## config.mk

```make
export PLATFORM = sky130hd
export DESIGN_NAME = cave_automaton_smoothing_step
export DESIGN_NICKNAME = d
export VERILOG_FILES = /design/src/rtl/core/cas_pkg.sv /design/src/rtl/core/cas_line_buf.sv /design/src/rtl/core/cas_scan.sv /design/src/rtl/core/cas_eval.sv /design/src/rtl/core/cave_automaton_smoothing_step.sv
export SDC_FILE = /design/constraint.sdc
export NUM_CORES = 1
export LEC_CHECK = 0
export BUFFER_PORTS_ARGS = -buffer_cell sky130_fd_sc_hd__buf_4
export CELL_PAD_IN_SITES_DETAIL_PLACEMENT = 0
export CELL_PAD_IN_SITES_GLOBAL_PLACEMENT = 1
export CORE_MARGIN = 2
export CORE_UTILIZATION = 38
export DETAILED_ROUTE_END_ITERATION = 7
export PLACE_DENSITY_LB_ADDON = 0.25
export SETUP_SLACK_MARGIN = 0.4
export SLEW_MARGIN = 40
export SYNTH_ARGS = -nofsm -noshare
export SYNTH_HDL_FRONTEND = slang
export SYNTH_SLANG_ARGS = --single-unit
```

## constraint.sdc

```tcl
create_clock -name clock -period 7.93 [get_ports clock]
set_input_delay 1.1895 -clock clock [delete_from_list [all_inputs] [get_ports clock]]
set_output_delay 1.1895 -clock clock [all_outputs]
set_load 0.05 [all_outputs]
```

## src/rtl/core/cas_pkg.sv

```systemverilog
// shared types, constants and the cell rule for the cave smoothing step
`timescale 1ns / 1ps
`default_nettype none

package cas_pkg;

   // largest row the line buffer is built for
   localparam int CAS_MAX_WIDTH = 256;
   // hard ceiling on both grid dimensions
   localparam int CAS_DIM_MAX   = 256;
   localparam int CAS_DIM_MIN   = 3;

   // configuration register indexes
   localparam logic REG_GRID_WIDTH  = 1'b0;
   localparam logic REG_GRID_HEIGHT = 1'b1;

   // smoothing thresholds
   localparam logic [3:0] BIRTH_ABOVE = 4'd4;
   localparam logic [3:0] DEATH_BELOW = 4'd3;

   // one accepted grid position on its way to the evaluation stage
   typedef struct packed {
      logic       bot;      // cell of the current row
      logic       mid_en;   // row above exists
      logic       top_en;   // row two above exists
      logic       wrap;     // column zero: emit the shifted window, then restart it
      logic       emit;     // this position produces a result
      logic       last;     // result is the final cell of the grid
      logic [7:0] row;
      logic [7:0] col;
   } stage_type;

   // new value of the centre cell of a 3x3 window (centre is bit 4)
   function automatic logic cas_decide(input logic [8:0] w);
      logic [3:0] n;
      logic       centre;
      n      = 4'd0;
      centre = w[4];
      for (int b = 0; b < 9; b++) begin
         if (b != 4) begin
            n = n + {3'd0, w[b]};
         end
      end
      if (!centre && (n > BIRTH_ABOVE)) begin
         return 1'b1;
      end
      if (centre && (n < DEATH_BELOW)) begin
         return 1'b0;
      end
      return centre;
   endfunction

endpackage

`default_nettype wire

```

## src/rtl/core/cas_line_buf.sv

```systemverilog
// two-row line buffer, one registered read and one write per cycle
`timescale 1ns / 1ps
`default_nettype none

module cas_line_buf #(
   parameter int DEPTH = 256
) (
   input  wire logic                       clock,
   input  wire logic                       rd_en,
   input  wire logic [$clog2(DEPTH)-1:0]   rd_addr,
   output logic      [1:0]                 rd_data,
   input  wire logic                       wr_en,
   input  wire logic [$clog2(DEPTH)-1:0]   wr_addr,
   input  wire logic [1:0]                 wr_data
);

   // bit 1 = two rows up, bit 0 = one row up
   logic [1:0] mem_ff [DEPTH];
   logic [1:0] rd_data_ff;

   always_ff @(posedge clock) begin
      if (wr_en) begin
         mem_ff[wr_addr] <= wr_data;
      end
   end

   always_ff @(posedge clock) begin
      if (rd_en) begin
         rd_data_ff <= mem_ff[rd_addr];
      end
   end

   assign rd_data = rd_data_ff;

endmodule

`default_nettype wire

```

## src/rtl/core/cas_scan.sv

```systemverilog
// config registers, raster position tracking and the input stage register
`timescale 1ns / 1ps
`default_nettype none

module cas_scan #(
   parameter int DEPTH = 256
) (
   input  wire logic                       clock,
   input  wire logic                       reset,
   input  wire logic                       csr_valid,
   output logic                            csr_ready,
   input  wire logic                       csr_index,
   input  wire logic [8:0]                 csr_data,
   input  wire logic                       req_tvalid,
   output logic                            req_tready,
   input  wire logic                       req_mode,
   input  wire logic                       req_cell,
   input  wire logic                       adv,
   output logic                            s1_valid,
   output cas_pkg::stage_type              s1,
   output logic [$clog2(DEPTH)-1:0]        s1_addr,
   output logic                            rd_en,
   output logic [$clog2(DEPTH)-1:0]        rd_addr
);
   import cas_pkg::*;

   localparam int AW = $clog2(DEPTH);

   logic [8:0]      grid_width_ff, grid_width_in;
   logic [8:0]      grid_height_ff, grid_height_in;
   logic [8:0]      in_row_ff, in_row_in;
   logic [AW-1:0]   in_col_ff, in_col_in;
   logic            s1_valid_ff, s1_valid_in;
   stage_type       s1_ff, s1_in;
   logic [AW-1:0]   s1_addr_ff;

   logic [8:0]      wid_m1_w;
   logic [AW-1:0]   wid_m1;
   logic [7:0]      hgt_m1;
   logic [8:0]      hgt_m1_w;
   logic            csr_wr, accept, is_grid, load, at_c0;
   logic [8:0]      row_back;

   assign csr_ready = 1'b1;
   assign csr_wr    = csr_valid && csr_ready;

   // clamp the dimensions to what the grid and the buffer allow
   always_comb begin
      if (grid_width_ff < 9'(CAS_DIM_MIN)) begin
         wid_m1_w = 9'(CAS_DIM_MIN - 1);
      end else if (grid_width_ff > 9'(DEPTH)) begin
         wid_m1_w = 9'(DEPTH - 1);
      end else begin
         wid_m1_w = grid_width_ff - 9'd1;
      end
      if (grid_height_ff < 9'(CAS_DIM_MIN)) begin
         hgt_m1_w = 9'(CAS_DIM_MIN - 1);
      end else if (grid_height_ff > 9'(CAS_DIM_MAX)) begin
         hgt_m1_w = 9'(CAS_DIM_MAX - 1);
      end else begin
         hgt_m1_w = grid_height_ff - 9'd1;
      end
   end
   assign wid_m1 = wid_m1_w[AW-1:0];
   assign hgt_m1 = hgt_m1_w[7:0];

   assign req_tready = !s1_valid_ff || adv;
   assign accept     = req_tvalid && req_tready;
   assign is_grid    = in_row_ff <= {1'b0, hgt_m1};
   // a drain request while grid cells are still due is dropped
   assign load       = accept && !(is_grid && req_mode);
   assign at_c0      = in_col_ff == '0;
   assign row_back   = at_c0 ? (in_row_ff - 9'd2) : (in_row_ff - 9'd1);

   always_comb begin
      s1_in.bot    = is_grid ? req_cell : 1'b0;
      s1_in.mid_en = in_row_ff >= 9'd1;
      s1_in.top_en = in_row_ff >= 9'd2;
      s1_in.wrap   = at_c0;
      s1_in.emit   = at_c0 ? (in_row_ff >= 9'd2) : (in_row_ff >= 9'd1);
      s1_in.row    = row_back[7:0];
      s1_in.col    = at_c0 ? 8'(wid_m1) : 8'(in_col_ff - AW'(1));
      s1_in.last   = s1_in.emit && (s1_in.row == hgt_m1) && (s1_in.col == 8'(wid_m1));
   end

   always_comb begin
      grid_width_in  = grid_width_ff;
      grid_height_in = grid_height_ff;
      in_row_in      = in_row_ff;
      in_col_in      = in_col_ff;
      if (csr_wr) begin
         unique case (csr_index)
            REG_GRID_WIDTH:  grid_width_in  = csr_data;
            REG_GRID_HEIGHT: grid_height_in = csr_data;
            default:         grid_width_in  = grid_width_ff;
         endcase
         in_row_in = '0;
         in_col_in = '0;
      end else if (load) begin
         if (s1_in.last) begin
            in_row_in = '0;
            in_col_in = '0;
         end else if (in_col_ff == wid_m1) begin
            in_col_in = '0;
            in_row_in = in_row_ff + 9'd1;
         end else begin
            in_col_in = in_col_ff + AW'(1);
         end
      end
   end

   always_comb begin
      if (load) begin
         s1_valid_in = 1'b1;
      end else if (adv) begin
         s1_valid_in = 1'b0;
      end else begin
         s1_valid_in = s1_valid_ff;
      end
   end

   always_ff @(posedge clock) begin
      if (reset) begin
         grid_width_ff  <= 9'd64;
         grid_height_ff <= 9'd64;
         in_row_ff      <= '0;
         in_col_ff      <= '0;
         s1_valid_ff    <= 1'b0;
      end else begin
         grid_width_ff  <= grid_width_in;
         grid_height_ff <= grid_height_in;
         in_row_ff      <= in_row_in;
         in_col_ff      <= in_col_in;
         s1_valid_ff    <= s1_valid_in;
      end
   end

   always_ff @(posedge clock) begin
      if (load) begin
         s1_ff      <= s1_in;
         s1_addr_ff <= in_col_ff;
      end
   end

   assign s1_valid = s1_valid_ff;
   assign s1       = s1_ff;
   assign s1_addr  = s1_addr_ff;
   assign rd_en    = load;
   assign rd_addr  = in_col_ff;

endmodule

`default_nettype wire

```

## src/rtl/core/cas_eval.sv

```systemverilog
// window shift, cell rule and the result register
`timescale 1ns / 1ps
`default_nettype none

module cas_eval (
   input  wire logic                clock,
   input  wire logic                reset,
   input  wire logic                s1_valid,
   input  wire cas_pkg::stage_type  s1,
   input  wire logic [1:0]          rd_data,
   output logic                     adv,
   output logic                     wr_en,
   output logic [1:0]               wr_data,
   output logic                     rsp_tvalid,
   input  wire logic                rsp_tready,
   output logic [23:0]              rsp_tdata,
   output logic                     rsp_tlast
);
   import cas_pkg::*;

   logic [8:0]  window_ff, window_in;
   logic        rsp_valid_ff, rsp_valid_in;
   logic [16:0] rsp_data_ff;
   logic        rsp_last_ff;
   logic        top, mid, slot_free;
   logic [2:0]  col;
   logic [8:0]  view;

   assign top = rd_data[1] && s1.top_en;
   assign mid = rd_data[0] && s1.mid_en;
   assign col = {top, mid, s1.bot};

   // at column zero the finished row end is shifted out and the window restarts
   assign window_in = s1.wrap ? {6'd0, col} : {window_ff[5:0], col};
   assign view      = s1.wrap ? {window_ff[5:0], 3'd0} : window_in;

   assign slot_free = !rsp_valid_ff || rsp_tready;
   assign adv       = s1_valid && (!s1.emit || slot_free);
   assign wr_en     = adv;
   assign wr_data   = {mid, s1.bot};

   always_comb begin
      if (adv && s1.emit) begin
         rsp_valid_in = 1'b1;
      end else if (rsp_tready) begin
         rsp_valid_in = 1'b0;
      end else begin
         rsp_valid_in = rsp_valid_ff;
      end
   end

   always_ff @(posedge clock) begin
      if (reset) begin
         rsp_valid_ff <= 1'b0;
      end else begin
         rsp_valid_ff <= rsp_valid_in;
      end
   end

   always_ff @(posedge clock) begin
      if (adv) begin
         window_ff <= window_in;
      end
      if (adv && s1.emit) begin
         rsp_data_ff <= {s1.col, s1.row, cas_decide(view)};
         rsp_last_ff <= s1.last;
      end
   end

   assign rsp_tvalid = rsp_valid_ff;
   assign rsp_tdata  = {7'd0, rsp_data_ff};
   assign rsp_tlast  = rsp_last_ff;

endmodule

`default_nettype wire

```

## src/rtl/core/cave_automaton_smoothing_step.sv

```systemverilog
// top level of the one-generation cave smoothing step over a raster cell stream
// the request that completes a window passes the stage register, then the result register
// results trail the input by one row plus one cell; drain requests flush the tail
// throughput: one request per cycle, limited only by rsp_tready backpressure
// reset: grid 64 x 64, position and pipeline cleared; line buffer needs no clearing
`timescale 1ns / 1ps
`default_nettype none

module cave_automaton_smoothing_step #(
   parameter int MAX_WIDTH = cas_pkg::CAS_MAX_WIDTH
) (
   input  wire logic        clock,
   input  wire logic        reset,
   // request channel
   input  wire logic        req_tvalid,
   output logic             req_tready,
   input  wire logic [7:0]  req_tdata,   // [0] cell_in, rest zero
   input  wire logic        req_tuser,   // [0] mode (1 = drain)
   // result channel
   output logic             rsp_tvalid,
   input  wire logic        rsp_tready,
   output logic [23:0]      rsp_tdata,   // [0] cell_out, [8:1] out_row, [16:9] out_col
   output logic             rsp_tlast,   // frame_last
   // configuration writes
   input  wire logic        csr_valid,
   output logic             csr_ready,
   input  wire logic        csr_index,   // 0 grid_width, 1 grid_height
   input  wire logic [8:0]  csr_data
);
   import cas_pkg::*;

   // rows wider than the grid limit never occur, so the buffer stops there
   localparam int DEPTH = (MAX_WIDTH < CAS_DIM_MAX) ? MAX_WIDTH : CAS_DIM_MAX;
   localparam int AW    = $clog2(DEPTH);

   logic            s1_valid;
   stage_type       s1;
   logic [AW-1:0]   s1_addr;
   logic            adv;
   logic            rd_en;
   logic [AW-1:0]   rd_addr;
   logic [1:0]      rd_data;
   logic            wr_en;
   logic [1:0]      wr_data;

   // position counters, dimension clamp and the request register
   cas_scan #(
      .DEPTH(DEPTH)
   ) u_scan (
      .clock      (clock),
      .reset      (reset),
      .csr_valid  (csr_valid),
      .csr_ready  (csr_ready),
      .csr_index  (csr_index),
      .csr_data   (csr_data),
      .req_tvalid (req_tvalid),
      .req_tready (req_tready),
      .req_mode   (req_tuser),
      .req_cell   (req_tdata[0]),
      .adv        (adv),
      .s1_valid   (s1_valid),
      .s1         (s1),
      .s1_addr    (s1_addr),
      .rd_en      (rd_en),
      .rd_addr    (rd_addr)
   );

   // the two rows above, read as the request is registered
   cas_line_buf #(
      .DEPTH(DEPTH)
   ) u_line (
      .clock   (clock),
      .rd_en   (rd_en),
      .rd_addr (rd_addr),
      .rd_data (rd_data),
      .wr_en   (wr_en),
      .wr_addr (s1_addr),
      .wr_data (wr_data)
   );

   // window, rule and result register
   cas_eval u_eval (
      .clock      (clock),
      .reset      (reset),
      .s1_valid   (s1_valid),
      .s1         (s1),
      .rd_data    (rd_data),
      .adv        (adv),
      .wr_en      (wr_en),
      .wr_data    (wr_data),
      .rsp_tvalid (rsp_tvalid),
      .rsp_tready (rsp_tready),
      .rsp_tdata  (rsp_tdata),
      .rsp_tlast  (rsp_tlast)
   );

endmodule

`default_nettype wire

```

Word-level counts from Yosys, hierarchy flattened. Memories as Yosys holds them, arrays and structs flattened. A register that Yosys moved wholly into a read port is not among the register bits. Index checks and enable logic that the tools add are counted.

Add/subtract/negate cells: 14. Order comparisons: 9. Equality and inequality tests: 3. Multiplexer cells: 36. Bitwise operators: 1. Reduce and logical (&&, ||, !) cells: 27.

Operator list (count): 2-to-1 mux 8 bit (8); 2-to-1 mux 9 bit (4); 2-to-1 mux 4 bit (8); subtractor 8 x 1 -> 8 bit (second input constant) (4); adder 4 x 1 -> 4 bit (7); == test 8 bit (3); greater-than comparator 9 bit (second input constant) (2); < comparator 9 x 2 -> 1 bit (second input constant) (2); 2-to-1 mux 1 bit (16); logical AND 1 bit (11); adder 9 x 1 -> 9 bit (second input constant) (1); >= comparator 9 x 1 -> 1 bit (second input constant) (1); >= comparator 9 x 2 -> 1 bit (second input constant) (1); <= comparator 9 x 8 -> 1 bit (1); adder 8 x 1 -> 8 bit (second input constant) (1); zero test 8 bit (1); subtractor 8 x 2 -> 8 bit (second input constant) (1); AND reduction 2 bit (3); nonzero test 2 bit (3); zero test 1 bit (5); greater-than comparator 4 x 3 -> 1 bit (second input constant) (1); < comparator 4 x 2 -> 1 bit (second input constant) (1); logical OR 1 bit (3); OR reduction 2 bit (1); inverter 1 bit (1).

Register bits: 91. Bits in writable memories: 512. Bits of input ports: 24. Output and inout bits: 28. Logic and storage cells: 109. Memories: 1.

Memories: u_line.mem_ff (depth 256, width 2, read ports 1, clocked after memory_dff 1, wr ports 1, line cas_line_buf.sv:18) `logic [1:0] mem_ff [DEPTH];`.

Depth between registers and ports, before layout. Gate-level depths: netlist of the first run.

Word-level depth: 28. Depth in mapped cells: 19. Mapped depth without buffers: 19.

Hierarchy. A second synthesis of the first run with hierarchy kept.

Cells, all modules: 1829. Area, all modules: 27099.7 sq um.

By module, submodules not included: cas_line_buf (times used 1, cells an instance 1242, area each 21401.8 sq um, seq. area each 15434.8 sq um); cas_scan (times used 1, cells an instance 489, area each 4350.4 sq um, seq. area each 1621.6 sq um); cas_eval (times used 1, cells an instance 98, area each 1347.5 sq um, seq. area each 740.7 sq um).

Worst setup path after synthesis of the first run. OpenSTA, ideal clock, no wires.

Path kind: reg-to-reg. From: reg u_line.rd_data_ff[0], in the netlist u_line.rd_data[0], read port of u_line.mem_ff. To: reg u_eval.rsp_data_ff[0] (data pin). Library setup time: 263 ps. Arrival: 6993 ps. Required time: 7667 ps. Slack: 673 ps. Cell stages (with the launch flop): 20. Buffers on the path: 0. Period minus slack after synthesis: 7257 ps. Cell sequence: edfxtp_1 and2_1 nor2b_1 inv_1 fa_1 inv_1 ha_1 inv_1 fa_1 inv_1 ha_1 ha_1 ha_1 ha_1 xnor2_1 xnor2_1 a21oi_1 a21oi_1 a21oi_1 o21ai_0.

Cells in the longest elaborated chain, start to end: 24. Elaborated cells between the ends (all ways): 29. Classes of those cells: add/sub: 7; order compare: 2; mux: 17; reduce/logical: 3.

RTL lines: from (decl) (line cas_line_buf.sv:19) `logic [1:0] rd_data_ff;`; logical AND 1 bit * (line cas_eval.sv:30) `assign mid = rd_data[0] && s1.mid_en;`; named net u_eval.mid (line cas_eval.sv:25) `logic top, mid, slot_free;`; 2-to-1 mux 9 bit * (line cas_eval.sv:34) `assign window_in = s1.wrap ? {6'd0, col} : {window_ff[5:0], col};`; 2-to-1 mux 9 bit * (line cas_eval.sv:35) `assign view = s1.wrap ? {window_ff[5:0], 3'd0} : window_in;`; adder 4 x 1 -> 4 bit * (line cas_pkg.sv:41) `n = n + {3'd0, w[b]};`; 2-to-1 mux 4 bit * (line cas_eval.sv:64) `if (adv && s1.emit) begin`; adder 4 x 1 -> 4 bit * (line cas_pkg.sv:41); 2-to-1 mux 4 bit * (line cas_eval.sv:64); (+8 left out); adder 4 x 1 -> 4 bit * (line cas_pkg.sv:41); 2-to-1 mux 4 bit * (line cas_eval.sv:64); < comparator 4 x 2 -> 1 bit (line cas_pkg.sv:47) `if (centre && (n < DEATH_BELOW)) begin`; logical AND 1 bit (line cas_pkg.sv:47); 2-to-1 mux 1 bit (2 in a row) (line cas_pkg.sv:47); 2-to-1 mux 1 bit (line cas_eval.sv:64); 2-to-1 mux 1 bit (line cas_pkg.sv:50) `return centre;`; 2-to-1 mux 1 bit * (line cas_pkg.sv:47); to (signal assigned) (line cas_eval.sv:65) `rsp_data_ff <= {s1.col, s1.row, cas_decide(view)};`; to (decl) (line cas_eval.sv:23) `logic [16:0] rsp_data_ff;`.

Mark *: on every way through the listed nets, which the timed path passes. The rest lies on a longest branch. The select of a mux whose other input is x is not followed. A chain may end at the register's enable or synchronous reset.

Worst setup path after layout of the first run.
From: reg u_scan.grid_height_ff[2]. To: reg u_scan.in_col_ff[1], in the netlist u_scan.rd_addr[1].

Cells in the longest elaborated chain, start to end: 7. Elaborated cells between the ends (all ways): 13. Classes of those cells: add/sub: 1; order compare: 3; eq/ne: 1; mux: 3; reduce/logical: 5.

RTL lines: from (decl) (line cas_scan.sv:30) `logic [8:0] grid_height_ff, grid_height_in;`; from (signal assigned) (line cas_scan.sv:131) `grid_height_ff <= grid_height_in;`; subtractor 8 x 1 -> 8 bit or greater-than comparator 9 bit (tied branches) (line cas_scan.sv:61, cas_scan.sv:58); 2-to-1 mux 8 bit (line cas_scan.sv:58) `end else if (grid_height_ff > 9'(CAS_DIM_MAX)) begin`; 2-to-1 mux 8 bit * (line cas_scan.sv:56) `if (grid_height_ff < 9'(CAS_DIM_MIN)) begin`; <= comparator 9 x 8 -> 1 bit * (line cas_scan.sv:69) `assign is_grid = in_row_ff <= {1'b0, hgt_m1};`; logical AND 1 bit * (line cas_scan.sv:71) `assign load = accept && !(is_grid && req_mode);`; zero test 1 bit * (line cas_scan.sv:71); logical AND 1 bit * (line cas_scan.sv:71); named net rd_en (line cave_automaton_smoothing_step.sv:40) `logic rd_en;`; to (signal assigned) (line cas_scan.sv:133) `in_col_ff <= in_col_in;`; to (decl) (line cas_scan.sv:32) `logic [AW-1:0] in_col_ff, in_col_in;`.

Mark *: on every way through the listed nets, which the timed path passes. The rest lies on a longest branch.

==> results of run 1 <==
==> power groups by stage <==
stage | Sequential [mW] | Combinational (mW) | Clock, mW
floorplan | 3.58 | 0.197 | 0
global placement | 3.57 | 0.277 | 0
detailed placement | 3.57 | 0.286 | 0
CTS | 3.50 | 0.287 | 3.39
global route | 3.50 | 0.314 | 3.52
finish | 3.50 | 0.283 | 3.31
==> layout by cell type, fill, tap and decap left out, drive strengths merged, types with 34 or more instances in the layout <==
cell    instances
a21oi          44
edfxtp        568
mux4          168
clkbuf         84
buf            60
inv            38
nor2          289
ha             34
nand2          92
dfxtp          37
==> logic make-up after synthesis <==
kind of cell	synth area share, %
flip-flops	67.4
AND/OR/NAND/NOR	8.88
multiplexers	14.6
buffers and inverters	2.26
AO/OA/AOI/OAI	3.65
XOR/XNOR	1.43
adder cells (fa/ha/maj)	1.76
other	0.0284
==> routing by layer <==
layer / vias up / part of all wire, %
li1: 6480 / -
met1: 7476 / 43
met2: 344 / 50
met3: 114 / 4.4
met4: 0 / 2.8
met5: - / 0
==> path summary, 6_finish.rpt <==
path         depth (start not counted)                                   from                               end  slack (ns)
max                                 14  u_scan.grid_height_ff[2]$_SDFFE_PP0P_    u_scan.rd_addr[1]$_SDFFE_PP0P_        3.02
min                                  0                 u_scan.s1[4]$_DFFE_PP_  u_eval.rsp_data_ff[13]$_DFFE_PP_        0.42
max reg2reg                         14  u_scan.grid_height_ff[2]$_SDFFE_PP0P_    u_scan.rd_addr[1]$_SDFFE_PP0P_        3.02
min reg2reg                          0                 u_scan.s1[4]$_DFFE_PP_  u_eval.rsp_data_ff[13]$_DFFE_PP_        0.42
==> critical path, stage by stage (launching register included) <==
cell      delay (ns)
dfxtp_1         0.37
nor4_1          0.72
a21oi_1         0.13
o21ai_0         0.35
ha_1            0.32
a21o_1          0.18
a21o_1          0.17
a211o_1         0.29
a221oi_1        0.32
o211ai_1        0.19
nand3_1         0.59
clkinv_1        0.45
buf_4           0.39
mux2i_1         0.17
nor3_1          0.14
==> flip-flops by register name (all words and copies together) (netlist names), 8 cells and up <==
signal and cells:
u_line.mem_ff 512, u_scan.s1 22, u_eval.rsp_data_ff 17, u_scan.grid_height_ff 9, u_scan.grid_width_ff 9, u_scan.in_row_ff 9, u_scan.rd_addr 8, u_scan.s1_addr 8
==> metrics by stage <==
step                      instance area (sq um)  hold WS [ns]
after floorplan                           26400         0.400
after global placement                    27600         0.402
after detailed placement                  27800         0.405
after CTS                                 30100         0.417
after global routing                      30100         0.424
final                                     30100         0.415
==> layout make-up <==
cell class | count | area (sq um)
Fill cell | 6105 | 38600
Sequential cell | 605 | 17800
Multi-Input combinational cell | 919 | 8090
Clock buffer | 84 | 1840
Tap cell | 931 | 1160
Timing Repair Buffer | 60 | 588
Clock inverter | 36 | 514
Inverter | 35 | 131
==> impl_results.md, run 1 <==
* Clock share of power at between 40% and 50%
* Drt wl/cell at roughly 23 um
* Cell Pwr Density at around 240 nW/um^2
* Number of remaining DRC errors at 0
* P_int at 5.61 mW
* DR vias/cell at 5.40
* DR iter-0 viols at ~1000
* Startpoint types: flop
* Core ar. at 68700 sq um
* Worst vdd ir at 0.000205 V
* Fin crit share at 61.9%
* CTS sink count at 605
* Unrepaired setup endpoints after global routing: false
* Max Clock Freq at 204 MHz
* HPWL Detailed at between 30 and 40 mm
* Clock Tree Buf Depth at 3
* Synth Cell Area at between 20000 and 30000 sq um
* First-pass iteration count of the detailed router at 5
* Post-place setup slack at ~3 ns
* Fin Setup TNS at 0 ns
* Largest net degree at the start of global routing at ~120
* Ports at 52
* CTS tree: built
* Gr ovfl total at 0
* Flop pwr share at 49.4%
* Grt met2 use at 29.8%
* Final Skew at between 0.02 and 0.025 ns
* CP Class: flop to flop
* First-pass GRT wire length at roughly 95 mm
* Gate Count Post-Synth at 1664
* Core Util, Final at a little over two fifths
* Cell taking the most area after synthesis: edfxtp_1
* Initial Util at between 30% and 40%
* Global-route layer with the greatest usage: met2
* Ratio of cells with drive above 1 in the final layout at 21.0%
* Combinational Power Share at under 10%
* Global placer's final weighted congestion at 0.820
* Sequential area share after synthesis at between 60% and 70%
* Postcts setup bufs at 0
* Syn-to-layout area delta at 14.1%
* Yosys reg bits at between 600 and 700
* Clock root cell: clkbuf_16
* Fin cells at ~2700
* Worst-skew pair later-pin latency at about 0.61 ns
* Slew @ Worst Pin at between 0.8 and 0.9 ns
* Final min period at 4.91 ns
* Nets at ~1800
* Switching portion of total power at between 20% and 30%
* I/O Buffers at 36
* Max Cap Viol at 0
* Final slew viol count at 0
* Final worst setup slack at 3.02 ns
* Top-count cell post-synth: edfxtp_1
* Std cell rows at 96
* NetSw at roughly 1.5 mW
* M3 GR Usage at 2.87%
* Syn Area/Cell at 15.9 sq um
* Placed Instances at 2550
* Ys Warns at 0
* Leakage at slightly above 9 nW
* Hold_buf cts at 0
* Leading cell types by total area after synthesis: edfxtp_1, mux4_2, nor2_1
* Power Total at 7.10 mW
* Cts bufs inserted at 69
* Final hold violations at 0
* GRT met1 Usage at 24.0%
* Status: finished clean
* Diode count at 0
* Worst Path Required at between 8 and 9 ns
* Async set or reset register ratio after synthesis at 0%
* Relative slew margins at a little over two fifths
* Synth top area share at between 60 and 70%
* Die Y at 268 um
* Initial antenna violation count at 1
* Die footprint at between 70000 and 80000 sq um
* Post-cts sizing count at 0
* DRT Wirelength at between 60 and 70 mm
* Antenna Nets Post-Route at 0
* Synth top cells by count: edfxtp_1, nor2_1, mux4_2
* Max Fanout on Critical Path at 31
* Clk slew on worst S/H paths at around 0.06 ns
* Setup violators final at 0
* Chip width at roughly 270 um
* Crit path arrival time at between 5 and 6 ns
* Number of enable flip-flop cells after synthesis at about 570
* Tightest Hold Check Type: flop to flop
* Synth unique cells at 73
* Vias in the first global route at roughly 15000
* H-tree Lvls at 3
* Critical Path End Type: flop
* Ys flop type: edfxtp_1
* GRT Util Overall at about 18%
* Vias at 14400
Note: power is estimated with default switching activity, not from simulation.
==> run 2: changes to the inputs <==
ABC_AREA = 1   (was unset)
clock period = 4.6 ns   (was 7.93 ns; I/O delays follow)
==> run 2 against run 1 <==
  * Sequential share of layout area down 1.1 points
  * Core utilization fell by 0.28 points
  * Critical path depth up 2
  * Final area up 1.8%
  * Area after synthesis up 2.7%
  * Via count up 33%
  * Power increased by 74%
  * First-iteration DRC count up 70%
  * Clock skew is 0.0048 ns lower
  * Critical endpoint is now u_eval.rsp_data_ff[0]$_SDFFCE_PP1P_
==> impl_results.md, run 2 <==
* Gr ovfl total at 0
* Final slew viol count at 0
* Antenna Nets Post-Route at 0
* Ys flop type: edfxtp_1
* Number of remaining DRC errors at 0
* First-pass GRT wire length at 111 mm
* Leading cell types by total area after synthesis: edfxtp_1, nor2_1, o21ai_0
* Most frequent cells in the layout: nor2_1, edfxtp_1, nand2_1
* Final Skew at 0.0186 ns
* Syn Area/Cell at between 10 and 15 sq um
* Critical Path End Type: flop
* # fillers at roughly 6800
* Vias in the first global route at about 19000
* Final hold violations at 0
* Status: finished clean
* Fin Setup TNS at 0 ns
* Clock root cell: clkbuf_16
* Synth top cells by count: nor2_1, edfxtp_1, nand2_1
* DRT Wirelength at 73.8 mm
* Nets at ~2700
* Clock Tree Buf Depth at 3
* Max Clock Freq at ~260 MHz
* Core Util, Final at 43.6%
* Syn-to-layout area delta at 13.1%
* Relative slew margins at roughly 46%
* Die footprint at 73500 sq um
* Postcts setup bufs at 0
* Drt wl/cell at 20.5 um
* Crit path arrival time at roughly 4.1 ns
* Vias at about 19000
* GRT Util Overall at just under 20%
* Top-count cell post-synth: nor2_1
* Max reg flops at just over 500
* Gate Count Post-Synth at between 2000 and 3000
* Core ar. at a little over 70000 sq um
* Reg area at between 15000 and 20000 sq um
* Area after DPL at between 20000 and 30000 sq um
* Number of enable flip-flop cells after synthesis at 568
* Top reg by flops: u_line.mem_ff
* Max Fanout on Critical Path at 6
* Leakage at 10.6 nW
* Ys Warns at 0
* Sequential area share after synthesis at between 60% and 70%
* Synth unique cells at a little under 50
* Post-cts sizing count at 0
* Ports at 52
* CP Class: flop to flop
* Slew @ Worst Pin at approximately 0.81 ns
* Worst vdd ir at roughly 0.0003 V
* Final min period at between 3 and 4 ns
* Std cell rows at 97
* CTS sink count at between 600 and 700
* Area occupied by multi-input gates at just over 8000 sq um
* Diode count at 0
* Initial Util at about 39%
* Hold_buf cts at 0
* Cell taking the most area after synthesis: edfxtp_1
* Global placer's final weighted congestion at 0.823
* DR iter-0 viols at 1746
* Fin area at 30700 sq um
* Setup violators final at 0
* Leading cell type in the layout, fill and taps excluded: nor2_1
* Synth top area share at a little over three fifths
* Ratio of cells with drive above 1 in the final layout at between 8 and 9%
* Cts bufs inserted at 68
* H-tree Lvls at 3
* Worst Path Required at approximately 5 ns
* Synth Cell Area at between 20000 and 30000 sq um
* Unrepaired setup endpoints after global routing: false
* Startpoint types: flop
* Die Y at 271 um
* Tightest Hold Check Type: primary input to flop
* Yosys reg bits at just over 600
* Clk slew on worst S/H paths at around 0.060 ns
* Cell Pwr Density at roughly 400 nW/um^2
* CTS tree: built
* Worst-skew pair later-pin latency at about 0.61 ns
* First-pass iteration count of the detailed router at 8
* Chip width at about 270 um
* I/O Buffers at 36
* Initial antenna violation count at 2
* Async set or reset register ratio after synthesis at 0%
* Largest net degree at the start of global routing at 136
* HPWL Detailed at 43.1 mm
* Fin crit share at 82.1%
* DR vias/cell at around 5.3
* Power Total at approximately 12 mW
* Max Cap Viol at 0
==> run 2: cell types whose count changed in the layout (fill, tap and decap cells not counted), moves of 13 or more <==
cell | before | now
mux4_2 | 168 | 0
nor2_1 | 289 | 647
o21ai_0 | 25 | 295
inv_1 | 33 | 97
nor4_1 | 14 | 0
nand4_1 | 5 | 20
nand2_1 | 87 | 385
xnor2_1 | 29 | 6
o22ai_1 | 2 | 123
a41oi_1 | 0 | 13
nand3_1 | 22 | 88
buf_4 | 52 | 65
==> run 2: metrics by stage <==
stage	cells	hold WS, ns	setup WS, ns
after floorplan	2627	0.400	-1.97
after global routing	3602	0.300	0.531
final	3602	0.317	0.826
after detailed placement	3478	0.407	0.799
after global placement	3476	0.403	0.770
after CTS	3602	0.287	0.790
==> run 2: final timing paths <==
| kind | startpoint | endpoint | slack, ns | depth (start not counted) |
|---|---|---|---|---|
| setup / recovery | u_scan.s1[18]$_DFFE_PP_ | u_eval.rsp_data_ff[0]$_SDFFCE_PP1P_ | 0.83 | 16 |
| hold / removal | reset | u_scan.s1_valid$_SDFFE_PP0P_ | 0.32 | 2 |
| setup reg to reg | u_scan.s1[18]$_DFFE_PP_ | u_eval.rsp_data_ff[0]$_SDFFCE_PP1P_ | 0.83 | 16 |
| hold reg to reg | u_scan.s1[14]$_DFFE_PP_ | u_eval.rsp_data_ff[7]$_DFFE_PP_ | 0.42 | 0 |
==> run 2: critical path, stage by stage, from the launching register on <==
cell and delay (ns):
edfxtp_1 0.46, nor2_1 0.18, inv_1 0.08, fa_1 0.46
inv_1 0.06, ha_2 0.18, inv_2 0.04, fa_1 0.51
inv_1 0.05, ha_1 0.29, ha_1 0.31, ha_1 0.31
ha_1 0.30, nand3_1 0.07, o21ai_1 0.06, a21oi_1 0.11
o21ai_1 0.06
==> run 2: layout make-up <==
type / instances / share of cell area (%)
Sequential cell: 605 / 58.0
Multi-Input combinational cell: 1749 / 27.0
Clock buffer: 82 / 5.92
Tap cell: 940 / 3.83
Timing Repair Buffer: 73 / 2.16
Clock inverter: 42 / 1.66
Inverter: 111 / 1.41
==> run 2: metal layers <==
metal | vias up | routed length (um) | global-route usage [%]
met4 | 0 | 1520 | 4.93
met5 | - | 0 | 0
met1 | 9474 | 32900 | 26.7
li1 | 9072 | - | -
met3 | 90 | 3800 | 3.14
met2 | 502 | 35600 | 33.6
==> run 2: cells by family after synthesis <==
| family | after synthesis | share of synthesized area (%) |
|---|---|---|
| buffers and inverters | 273 | 4.08 |
| adders and majority gates | 36 | 1.72 |
| and+or+nand+nor | 1192 | 17.8 |
| AOI/OAI and AO/OA | 492 | 10.1 |
| other | 2 | 0.0277 |
| xor gates and xnor gates | 21 | 0.678 |
| DFF | 605 | 65.6 |
==> run 2: report_power, final <==
group / switching (mW) / total (mW) / internal, mW
Clock: 2.27 / 5.62 / 3.35
Sequential: 0.0207 / 6.05 / 6.03
Combinational: 0.471 / 0.657 / 0.186
==> run 3: changes to the inputs <==
ABC_AREA = 0   (was 1)
clock period = 3.56 ns   (was 4.6 ns; I/O delays follow)
==> run 3 against run 2 <==
  * The run now ends with setup timing left
  * First-iteration DRC count is 37% lower
  * Register-to-register slack worse by 0.97 ns
  * Worst hold slack worse by 0.15 ns
  * Combinational power is 26% higher
  * Critical path depth is 3 higher
  * Sequential cell count stayed put
  * Final area is 3.1% higher
  * Maximum frequency is 1.9% higher
  * Routed wire length is 12% lower
  * Non-clock buffer count is 105 higher
  * Clock power is 21% higher
  * Via count is 22% lower
==> impl_results.md, run 3 (same netlist as run 1, synthesis figures left out) <==
* Status: finished, violations left
* Failing checks: setup timing
* Final min period at ~3.7 ns
* R2r endpoint: u_eval.rsp_data_ff[0]$_SDFFCE_PP1P_
* H-tree Lvls at 3
* Final slew viol count at 0
* First-pass iteration count of the detailed router at 5
* Final worst setup slack at -0.146 ns
* Number of remaining DRC errors at 0
* Cell with the most instances on the worst path: ha_4
* DR iter-0 viols at 1095
* Cell Pwr Density at ~490 nW/um^2
* Critical Path End Type: flop
* Chip width at 268 um
* Relative slew margins at 42.9%
* Combinational Power Share at around 5.4%
* Crit path arrival time at approximately 4 ns
* Hold Path Origin: csr_data[6]
* NetSw at around 3.4 mW
* # fillers at roughly 6100
* Slew @ Worst Pin at 0.854 ns
* Ratio of cells with drive above 1 in the final layout at between 20 and 30%
* Worst Path Required at roughly 4 ns
* Ports at 52
* Die Y at approximately 270 um
* Global placer's final weighted congestion at ~0.8
* DRT Wirelength at approximately 65 mm
* Setup violators final at 35
* Slowest Stage Delay on Critical Path at 0.50 ns
* Post-place setup slack at -0.257 ns
* Placed Instances at 2640
* Leading cell type in the layout, fill and taps excluded: edfxtp_1
* Hold_ws at about 0.17 ns
* CTS sink count at between 600 and 700
* I/O Buffers at 36
* HPWL Detailed at 39.6 mm
* Cts bufs inserted at 67
* GRT Util Overall at 18.5%
* Fin crit share at 104%
* Hold Path End: u_scan.grid_width_ff[6]$_SDFFE_PP1P_
* Antenna Nets Post-Route at 0
* Reg2reg path depth at 19
* Reg2Reg Setup Slack at -0.15 ns
* WHS Path Cells at 3
* Syn-to-layout area delta at 19.8%
* Worst-skew pair later-pin latency at roughly 0.62 ns
* Core ar. at between 60000 and 70000 sq um
* Max Fanout on Critical Path at 3
* Drt wl/cell at approximately 23 um
* Max Clock Freq at ~270 MHz
* Critical R2R Launch: u_line.rd_data[0]$_DFFE_PP_
* Startpoint types: flop
* Final Skew at 0.0333 ns
* Clk slew on worst S/H paths at roughly 0.060 ns
* Area after DPL at between 20000 and 30000 sq um
* Vias at approximately 15000
* Die footprint at a little over 70000 sq um
* Nets at between 1500 and 2000
* Initial Util at 38.4%
* Gr ovfl total at 0
* P_int at about 12 mW
* CTS tree: built
* Fin cells at around 2800
* Final hold violations at 0
* Worst vdd ir at about 0.00030 V
* Max Cap Viol at 0
* Fin Setup TNS at -1.69 ns
* Power Total at roughly 15 mW
* Clock share of power at approximately 44%
* First-pass GRT wire length at about 98 mm
* CP max-delay cell: fa_1
* Most frequent cells in the layout: edfxtp_1, nor2_1, mux4_2
* Switching portion of total power at 21.8%
* Cell breakdown of the critical path: and2_4 > nor2b_4 > inv_2 > fa_1 > inv_1 > ha_2 > inv_2 > fa_1 > inv_2 > ha_4 > ha_4 > ha_4 > ha_4 > xnor2_2 > xnor2_1 > a21oi_1 > a21oi_1 > a21oi_1 > o21ai_1
* Clock root cell: clkbuf_16
* Vias in the first global route at about 16000
* Leakage at 9.89 nW
* Top reg by flops: u_line.mem_ff
* Initial antenna violation count at 0
* CP Class: flop to flop
* Max reg flops at 512
* Largest net degree at the start of global routing at 114
* Std cell rows at 96
* Unrepaired setup endpoints after global routing: true
* Core Util, Final at a little under half
* Fin area at between 30000 and 40000 sq um
* Tightest Hold Check Type: primary input to flop
* DR vias/cell at 5.38
* Diode count at 0
* Clock Tree Buf Depth at 3
* Flop pwr share at between 50 and 60%
## run 3: cell types whose count changed in the layout (fill, tap and decap cells not counted), sizes merged, moves of 102 or more
cell   delta
o22ai   -121
nor2    -376
mux4    +168
buf     +102
nand2   -311
o21ai   -276
## run 3: worst max-delay path, delay by kind of cell (launching register included)
family / cells / cell delay (ns)
adders and majority gates: 7 / 2.00
DFF: 1 / 0.32
and+or+nand+nor: 2 / 0.28
AOI/OAI and AO/OA: 4 / 0.38
buffers and inverters: 4 / 0.19
xor gates and xnor gates: 2 / 0.26
## run 3: timing repair
action                                  in CTS  in global routing
pin swaps                                   31                 31
gates resized for setup                     51                 39
buffers inserted                            19                  5
endpoints found under the setup margin      54                 54
gates cloned                                 4                  1
hold buffers                                 0                  0
## run 3: how the worst max path moves through the flow
stage	from	to	slack, ns
2_1_floorplan	u_scan.s1[21]$_SDFFCE_PN0P_	u_eval.rsp_data_ff[0]$_SDFFCE_PP1P_	-3.09
3_3_place_gp	u_line.rd_data[0]$_DFFE_PP_	u_eval.rsp_data_ff[0]$_SDFFCE_PP1P_	-0.26
3_5_place_dp	u_line.rd_data[0]$_DFFE_PP_	u_eval.rsp_data_ff[0]$_SDFFCE_PP1P_	-0.26
4_1_cts	u_line.rd_data[0]$_DFFE_PP_	u_eval.rsp_data_ff[0]$_SDFFCE_PP1P_	-0.16
5_1_grt	u_scan.s1[18]$_DFFE_PP_	u_eval.rsp_data_ff[0]$_SDFFCE_PP1P_	-0.40
6_report	u_line.rd_data[0]$_DFFE_PP_	u_eval.rsp_data_ff[0]$_SDFFCE_PP1P_	-0.15
## run 3: cell type report
cell class,instances,area [sq um],area share (%)
sequential,605,17800,56.3
inverter,35,146,0.463
tap,931,1160,3.68
timing repair inverter,1,11.3,0.0356
multi-input combinational,920,8550,27.0
clock inverter,42,410,1.30
clock buffer,76,1740,5.50
timing repair buffer,178,1800,5.69
## run 3: layer usage
layer	track usage (%)	vias up	share of wire, %
li1	-	6716	-
met1	24.2	7776	42
met2	31.1	380	50
met3	3.33	119	4.8
met4	6.18	0	3.0
met5	0	-	0
## run 3: power by group through the flow
stage	sequential [mW]	clock [mW]	combinational [mW]
after floorplan	7.98	0	0.472
after global placement	7.95	0	0.730
after detailed placement	7.95	0	0.739
after CTS	7.80	6.93	0.800
after global routing	7.80	7.21	0.899
final	7.80	6.79	0.827
